==> src/hdl/lr_pkg.sv <==
package lr_pkg;

   // Coordinate width, fixed by the request and pixel field widths.
   localparam int LR_COORD_BITS = 6;

   // Signed error term width: holds -2*dx .. 2*dy with headroom.
   localparam int LR_ERR_BITS = LR_COORD_BITS + 3;

   // Depth of the queue between the front and the back.
   localparam int LR_QUEUE_DEPTH = 2;

   typedef logic [LR_COORD_BITS-1:0] coord_type;
   typedef logic [LR_ERR_BITS-1:0] err_type;

   // One line request.
   typedef struct packed {
      coord_type  start_x;
      coord_type  start_y;
      coord_type  end_x;
      coord_type  end_y;
      logic [7:0] red;
      logic [7:0] green;
      logic [7:0] blue;
   } req_type;

   // One pixel result.
   typedef struct packed {
      coord_type  pixel_x;
      coord_type  pixel_y;
      logic [7:0] red_out;
      logic [7:0] green_out;
      logic [7:0] blue_out;
      logic       last_pixel;
   } rsp_type;

   // Octant folding flags.
   typedef struct packed {
      logic steep;
      logic neg_x;
      logic neg_y;
   } fold_type;

   // A classified line, handed from the front to the back.
   typedef struct packed {
      coord_type  start_x;
      coord_type  start_y;
      coord_type  major;
      coord_type  minor;
      err_type    err_init;
      fold_type   fold;
      logic [7:0] red;
      logic [7:0] green;
      logic [7:0] blue;
   } desc_type;

endpackage

==> src/hdl/lr_front.sv <==
module lr_front (
   input  logic              req_valid,
   output logic              req_ready,
   input  lr_pkg::req_type   req_payload,
   output logic              push_valid,
   input  logic              push_ready,
   output lr_pkg::desc_type  push_data
);
   import lr_pkg::*;

   logic [LR_COORD_BITS:0]   diff_x;
   logic [LR_COORD_BITS:0]   diff_y;
   logic [LR_COORD_BITS:0]   abs_x;
   logic [LR_COORD_BITS:0]   abs_y;
   coord_type                major;
   coord_type                minor;
   fold_type                 fold;

   // Signed deltas and their magnitudes.
   always_comb begin
      diff_x = {1'b0, req_payload.end_x} - {1'b0, req_payload.start_x};
      diff_y = {1'b0, req_payload.end_y} - {1'b0, req_payload.start_y};
      fold.neg_x = diff_x[LR_COORD_BITS];
      fold.neg_y = diff_y[LR_COORD_BITS];
      abs_x = fold.neg_x ? (~diff_x + 1'b1) : diff_x;
      abs_y = fold.neg_y ? (~diff_y + 1'b1) : diff_y;
      // A tie in steepness stays on the x axis.
      fold.steep = abs_y[LR_COORD_BITS-1:0] > abs_x[LR_COORD_BITS-1:0];
      major = fold.steep ? abs_y[LR_COORD_BITS-1:0] : abs_x[LR_COORD_BITS-1:0];
      minor = fold.steep ? abs_x[LR_COORD_BITS-1:0] : abs_y[LR_COORD_BITS-1:0];
   end

   // Build the descriptor with the starting error term 2*minor - major.
   always_comb begin
      push_data.start_x  = req_payload.start_x;
      push_data.start_y  = req_payload.start_y;
      push_data.major    = major;
      push_data.minor    = minor;
      push_data.err_init = {2'b00, minor, 1'b0} - {3'b000, major};
      push_data.fold     = fold;
      push_data.red      = req_payload.red;
      push_data.green    = req_payload.green;
      push_data.blue     = req_payload.blue;
   end

   assign push_valid = req_valid;
   assign req_ready  = push_ready;

endmodule

==> src/hdl/lr_queue.sv <==
module lr_queue #(
   parameter int DEPTH = lr_pkg::LR_QUEUE_DEPTH
) (
   input  logic              clock,
   input  logic              reset,
   input  logic              push_valid,
   output logic              push_ready,
   input  lr_pkg::desc_type  push_data,
   output logic              pop_valid,
   input  logic              pop_ready,
   output lr_pkg::desc_type  pop_data
);
   import lr_pkg::*;

   localparam int PTR_BITS = (DEPTH > 1) ? $clog2(DEPTH) : 1;

   desc_type              mem_ff [DEPTH];
   logic [PTR_BITS-1:0]   wr_ptr_ff;
   logic [PTR_BITS-1:0]   wr_ptr_in;
   logic [PTR_BITS-1:0]   rd_ptr_ff;
   logic [PTR_BITS-1:0]   rd_ptr_in;
   logic [PTR_BITS:0]     count_ff;
   logic [PTR_BITS:0]     count_in;
   logic                  do_push;
   logic                  do_pop;

   assign push_ready = count_ff != DEPTH[PTR_BITS:0];
   assign pop_valid  = count_ff != '0;
   assign do_push    = push_valid && push_ready;
   assign do_pop     = pop_valid && pop_ready;
   assign pop_data   = mem_ff[rd_ptr_ff];

   // Pointer and fill count updates, wrapping at the depth.
   always_comb begin
      wr_ptr_in = wr_ptr_ff;
      rd_ptr_in = rd_ptr_ff;
      count_in  = count_ff;
      if (do_push) begin
         wr_ptr_in = (wr_ptr_ff == PTR_BITS'(DEPTH - 1)) ? '0 : wr_ptr_ff + 1'b1;
      end
      if (do_pop) begin
         rd_ptr_in = (rd_ptr_ff == PTR_BITS'(DEPTH - 1)) ? '0 : rd_ptr_ff + 1'b1;
      end
      if (do_push && !do_pop) begin
         count_in = count_ff + 1'b1;
      end else if (do_pop && !do_push) begin
         count_in = count_ff - 1'b1;
      end
   end

   always_ff @(posedge clock) begin
      if (reset) begin
         wr_ptr_ff <= '0;
         rd_ptr_ff <= '0;
         count_ff  <= '0;
      end else begin
         wr_ptr_ff <= wr_ptr_in;
         rd_ptr_ff <= rd_ptr_in;
         count_ff  <= count_in;
      end
   end

   // Entry storage.
   always_ff @(posedge clock) begin
      if (do_push) begin
         mem_ff[wr_ptr_ff] <= push_data;
      end
   end

endmodule

==> src/hdl/lr_back.sv <==
module lr_back (
   input  logic              clock,
   input  logic              reset,
   input  logic              pop_valid,
   output logic              pop_ready,
   input  lr_pkg::desc_type  pop_data,
   output logic              rsp_valid,
   input  logic              rsp_ready,
   output lr_pkg::rsp_type   rsp_payload
);
   import lr_pkg::*;

   logic      busy_ff;
   logic      busy_in;
   desc_type  line_ff;
   desc_type  line_in;
   coord_type step_ff;
   coord_type step_in;
   coord_type side_ff;
   coord_type side_in;
   err_type   err_ff;
   err_type   err_in;
   logic      rsp_valid_ff;
   logic      rsp_valid_in;
   rsp_type   rsp_ff;
   rsp_type   rsp_in;
   logic      emit;
   logic      last;
   coord_type off_x;
   coord_type off_y;

   assign pop_ready = !busy_ff;
   assign emit      = busy_ff && (!rsp_valid_ff || rsp_ready);
   assign last      = step_ff == line_ff.major;

   // Unfold the current point: swap, then negate, then offset.
   always_comb begin
      off_x = line_ff.fold.steep ? side_ff : step_ff;
      off_y = line_ff.fold.steep ? step_ff : side_ff;
      rsp_in.pixel_x    = line_ff.fold.neg_x ? line_ff.start_x - off_x
                                             : line_ff.start_x + off_x;
      rsp_in.pixel_y    = line_ff.fold.neg_y ? line_ff.start_y - off_y
                                             : line_ff.start_y + off_y;
      rsp_in.red_out    = line_ff.red;
      rsp_in.green_out  = line_ff.green;
      rsp_in.blue_out   = line_ff.blue;
      rsp_in.last_pixel = last;
   end

   // Walk control: load a line from the queue, then one step per pixel.
   always_comb begin
      busy_in      = busy_ff;
      line_in      = line_ff;
      step_in      = step_ff;
      side_in      = side_ff;
      err_in       = err_ff;
      rsp_valid_in = rsp_valid_ff && !rsp_ready;
      if (!busy_ff) begin
         if (pop_valid) begin
            busy_in = 1'b1;
            line_in = pop_data;
            step_in = '0;
            side_in = '0;
            err_in  = pop_data.err_init;
         end
      end else if (emit) begin
         rsp_valid_in = 1'b1;
         step_in      = step_ff + 1'b1;
         if (last) begin
            busy_in = 1'b0;
         end
         // A strictly positive error moves the minor axis by one.
         if (!err_ff[LR_ERR_BITS-1] && err_ff != '0) begin
            side_in = side_ff + 1'b1;
            err_in  = err_ff + {2'b00, line_ff.minor, 1'b0}
                             - {2'b00, line_ff.major, 1'b0};
         end else begin
            err_in  = err_ff + {2'b00, line_ff.minor, 1'b0};
         end
      end
   end

   always_ff @(posedge clock) begin
      if (reset) begin
         busy_ff      <= 1'b0;
         rsp_valid_ff <= 1'b0;
      end else begin
         busy_ff      <= busy_in;
         rsp_valid_ff <= rsp_valid_in;
      end
   end

   // Walk datapath and output register.
   always_ff @(posedge clock) begin
      line_ff <= line_in;
      step_ff <= step_in;
      side_ff <= side_in;
      err_ff  <= err_in;
      if (emit) begin
         rsp_ff <= rsp_in;
      end
   end

   assign rsp_valid   = rsp_valid_ff;
   assign rsp_payload = rsp_ff;

endmodule

==> src/hdl/line_rasterizer_top.sv <==
// Path: while the walk is idle, a request accepted from the front passes the queue, the line
// load and the pixel output register before its first pixel shows on rsp; a request taken
// during a walk waits in the queue for it to end. Throughput: the walk emits one pixel per
// cycle while rsp_ready does not stall it, and goes idle after a line's last pixel to load the next line.
// A two-entry queue lets the front accept up to two further requests during a walk.
// Reset (synchronous, active high) empties the queue, stops the walk and drops rsp_valid.
module line_rasterizer_top #(
   parameter int QUEUE_DEPTH = lr_pkg::LR_QUEUE_DEPTH
) (
   input  logic             clock,
   input  logic             reset,
   input  logic             req_valid,
   output logic             req_ready,
   input  lr_pkg::req_type  req_payload,
   output logic             rsp_valid,
   input  logic             rsp_ready,
   output lr_pkg::rsp_type  rsp_payload
);
   import lr_pkg::*;

   logic     push_valid;
   logic     push_ready;
   desc_type push_data;
   logic     pop_valid;
   logic     pop_ready;
   desc_type pop_data;

   // Classify each request into a folded line descriptor.
   lr_front u_front (
      .req_valid   (req_valid),
      .req_ready   (req_ready),
      .req_payload (req_payload),
      .push_valid  (push_valid),
      .push_ready  (push_ready),
      .push_data   (push_data)
   );

   // Decoupling queue between the front and the walk.
   lr_queue #(
      .DEPTH (QUEUE_DEPTH)
   ) u_queue (
      .clock      (clock),
      .reset      (reset),
      .push_valid (push_valid),
      .push_ready (push_ready),
      .push_data  (push_data),
      .pop_valid  (pop_valid),
      .pop_ready  (pop_ready),
      .pop_data   (pop_data)
   );

   // Bresenham walk and pixel output register.
   lr_back u_back (
      .clock       (clock),
      .reset       (reset),
      .pop_valid   (pop_valid),
      .pop_ready   (pop_ready),
      .pop_data    (pop_data),
      .rsp_valid   (rsp_valid),
      .rsp_ready   (rsp_ready),
      .rsp_payload (rsp_payload)
   );

endmodule

==> config.mk <==
export PLATFORM = sky130hd
export DESIGN_NAME = line_rasterizer_top
export DESIGN_NICKNAME = d
export VERILOG_FILES = /design/src/hdl/lr_pkg.sv /design/src/hdl/lr_front.sv /design/src/hdl/lr_queue.sv /design/src/hdl/lr_back.sv /design/src/hdl/line_rasterizer_top.sv
export SDC_FILE = /design/constraint.sdc
export NUM_CORES = 1
export LEC_CHECK = 0
export ABC_AREA = 1
export BUFFER_PORTS_ARGS = -buffer_cell sky130_fd_sc_hd__buf_2
export CAP_MARGIN = 20
export CORE_MARGIN = 2
export CORE_UTILIZATION = 30
export CTS_CLUSTER_DIAMETER = 200
export DETAILED_ROUTE_END_ITERATION = 8
export GPL_ROUTABILITY_DRIVEN = 0
export SLEW_MARGIN = 25
export SYNTH_ARGS = -nofsm -noshare
export SYNTH_HDL_FRONTEND = slang
export SYNTH_HIERARCHICAL = 1
export SYNTH_SLANG_ARGS = --single-unit
==> constraint.sdc <==
create_clock -name clock -period 5.8 [get_ports clock]
set_input_delay 0.58 -clock clock [delete_from_list [all_inputs] [get_ports clock]]
set_output_delay 0.58 -clock clock [all_outputs]
set_load 0.03 [all_outputs]
==> results <==
- Dividing total power by cell area gives a power density of 646 nW/um^2.
- The number of failing hold endpoints at the final stage is 0.
- From bottom edge to top edge, the die measures 204 microns.
- For this run, the slowest stage of the critical path takes 0.43 ns.
- The starting density of the core is 30.2%.
- The worst hold path class is input port to flip-flop.
- For this design, the slowest cell found on the critical path is fa_1.
- The number of buffers added on ports is 90.
- The pre-antenna-repair detailed-routing pass consisted of 4 iterations.
- The total negative setup slack is 0 ns.
- The slew of the pin with the lowest slew margin is 0.979 ns.
- The final critical path time including I/O delays and setup is 4.50 ns.
- After synthesis, the mean cell area works out to 11.9 sq um.
- In this run the worst path has a maximum fanout of 19.
- Data on the critical path is required at its endpoint by 6.06 ns.
- Of the total synthesized cell area, the portion taken by full adders, half adders and majority gates is 6.41%.
- Using the TritonRoute via totals, the vias-per-cell ratio works out to 4.31.
- The CTS tree is yes.
- The combinational family with the most area after synthesis is simple AND/OR/NAND/NOR gates.
- The number of setup buffers added after CTS is 0.
- The growth of design area from synthesis to finish is 12.2%.
- For this run, the number of Yosys warnings is 6.
- The final routed wirelength across all metal layers is 21900 microns.
- The top cell type by area accounts for 57.5% of the synthesized area.
- The worst setup path is launched from an input port.
- The finished layout cell area is 13400 sq um.
- The flow ran to the end, and the final reports show no timing, DRC or antenna violations.
- For met3 alone, demand over resource in global routing was 1.20%.
- The max-slew violation count was 0.
- The synthesized design spends more area on one cell type than any other, namely edfxtp_1.
- The number of clock sinks is 236.
- The share of the Yosys chip area taken by registers is 58.7%.
- For the worst-skew pair, the clock arrives at the later sink with an insertion delay of 0.52 ns.
- The launching element of the worst setup path is req_payload[24].
- The share of the synthesized area in compound gates (AO/OA/AOI/OAI) is 4.37%.
- The number of global-route vias before repair was 7143.
- Synthesis produced a netlist whose cell count is 1005.
- The largest voltage drop on the vdd net is 251 uV.
- The most common library cell in the layout ignoring fill and taps is edfxtp_1.
- Entering global routing, the biggest net connects 61 pins.
- In the layout the commonest cells are 229 x edfxtp_1, 175 x nand2_1, 148 x inv_1.
- The total nets after synthesis is 1114.
- The number of antenna violations at the first check in global routing is 0.
- The cell area after synthesis is 11900 sq um.
- Setup violations remaining at the end of the flow were counted as 0.
- After synthesis the netlist holds a flip-flop and latch count of 236.
- The tool flagged a number of max-cap violations equal to 0.
- The first-pass GRT wire length is 35900 microns.
- The critical path in this run is classified as input port to flip-flop.
- Yosys attributes the largest share of cell area to edfxtp_1 58%, mux2_4 7.5%, nand2_1 5.5%.
- Global routing finished with a remaining overflow of 0.
- The leakage power of the design is 5.67 nW.
- In this run the critical register-to-register path is launched from u_back/line_ff[26]$_DFFE_PP_.
- Clock skew on the completed layout was measured at 0.0153 ns.
- The worst register-to-register path has a setup slack of 2.84 ns.
- The all-layer global routing usage is 10.8%.
- For the worst setup path, the data arrival time is 4.75 ns.
- The total half-perimeter wirelength after legalization and detailed placement is 15400 microns.
- During I/O placement, the number of pins put on the boundary was 91.
- Summing all placed instances gives a cell area of 12600 sq um.
- The number of design-rule violations left by the first detailed-router iteration is 384.
- The number of antenna diodes in the final layout is 0.
- From left edge to right edge, the die measures 204 microns.
- The number of gates given a new drive strength after cts is 0.
- Buffers inserted during clock tree synthesis total 24.
- In this run, post-CTS hold repair placed 0 buffers.
- The post-route fraction of the period consumed by the critical path is 77.5%.
- The remaining number of nets flagged by the antenna check after routing is 0.
- Multiplexer cells account for 7.54% of the synthesized area.
- The total via count after detailed routing is 6946.
- The H-tree depth is 1.
- The clock tree buffer depth is 3.
- The global routing usage on met1 is 13.3%.
- The core region is 39500 sq um.
- In this run the core area contains 73 standard-cell rows.
- The simple-gate share of the synthesized area is 12.4%.
- The routing layer with the top usage in global route is met2.
- In the routed design, unresolved DRC markers number 0.
- Setup repair after global routing left no endpoint under its margin.
- The global-route met2 utilization is 19.5%.
- In this run the clock root is driven by a clkbuf_16.
- Of the cells placed in the final design, the portion with a size suffix greater than 1 is 21.7%.
- After Yosys synthesis, XOR and XNOR cells account for 1.76% of the synthesized area.
- The critical hold path startpoint is req_payload[22].
- The number of different library cells used by synthesis comes to 40.
- The worst setup path is captured at a flip-flop.
- The timing-limited maximum frequency is 0.222 GHz.
- After clock tree synthesis, the clock-pin slew on the worst setup and hold paths is 0.06 ns.
- The routed length per instance is 13.6 microns.
- The most numerous cell on the critical path is nand2_1.
- The die covers 41400 sq um.
- Headroom to the max-slew limit came out at 34.1%.
- The final layout contains 1181 nets.
==> area by class of cell <==
type,instances,area [sq um]
clock inverter,13,118
inverter,154,578
timing repair buffer,95,488
sequential,236,7020
fill,3877,26100
multi-input combinational,561,3910
tap,525,657
clock buffer,28,637
==> synthesized netlist by cell type, drive strengths merged <==
cell	instances
buf	51
clkbuf	3
o211ai	2
a21oi	48
dfxtp	7
edfxtp	229
nand3	59
nor4	1
nor2	38
mux2	60
xnor2	3
a21o	1
o21ai	42
nand4	12
fa	7
xor2	21
or2	6
ha	50
nand3b	5
nor3	5
and2	1
a31oi	3
nand2	195
inv	154
a21boi	2
==> where the power goes <==
part           leakage [nW]  internal [mW]  switching (mW)
clock network         0.373          0.872           0.617
logic                  3.08           1.52            2.49
registers              2.22           2.84           0.317
==> registers in the layout, summed over array words and instances (netlist names), named ones only <==
name                cells
u_back/line_ff         51
u_back/rsp_payload     37
u_back/rsp_valid        1
u_queue/wr_ptr_ff       1
u_queue/mem_ff        120
u_back/err_ff           9
u_back/busy_ff          1
u_queue/count_ff        2
u_queue/rd_ptr_ff       1
u_back/step_ff          6
u_back/side_ff          6
==> critical path, delay by kind of cell <==
kind	cells	cell delay [ns]
XOR/XNOR	1	0.29
buffers and inverters	7	0.60
AO/OA/AOI/OAI	4	0.79
adder cells (fa/ha/maj)	4	1.22
AND/OR/NAND/NOR	15	1.27
==> metal layers <==
metal / up-vias / share of wire (%)
met5: - / 0
met4: 0 / 1.7
met3: 25 / 2.4
met2: 82 / 51
met1: 3316 / 45
li1: 3523 / -
==> cells by family after synthesis <==
family          count (synthesis)
buf+inv                       208
compound gates                 98
simple gates                  322
fa+ha+maj                      57
xor+xnor                       24
mux                            60
flops                         236
==> worst paths after layout <==
kind,end,cells past startpoint
min reg2reg,u_back/rsp_payload[21]$_DFFE_PP_,0
max reg2reg,u_back/rsp_payload[36]$_DFFE_PP_,12
max,u_queue/mem_ff[0][33]$_DFFE_PP_,31
min,u_queue/mem_ff[1][22]$_DFFE_PP_,1
==> per-stage QoR <==
step	util [%]	worst slack (ns)	std cells	hold slack, ns	total power [mW]
finish	33.9	1.30	1612	0.250	8.66
global route	33.9	0.762	1612	0.225	9.41
CTS	33.9	1.35	1612	0.214	8.77
detailed placement	32.0	0.828	1571	0.405	7.25
global placement	32.0	0.992	1571	0.400	7.12
floorplan	-	1.32	1005	0.400	6.36
(Power assumes the default switching activity.)
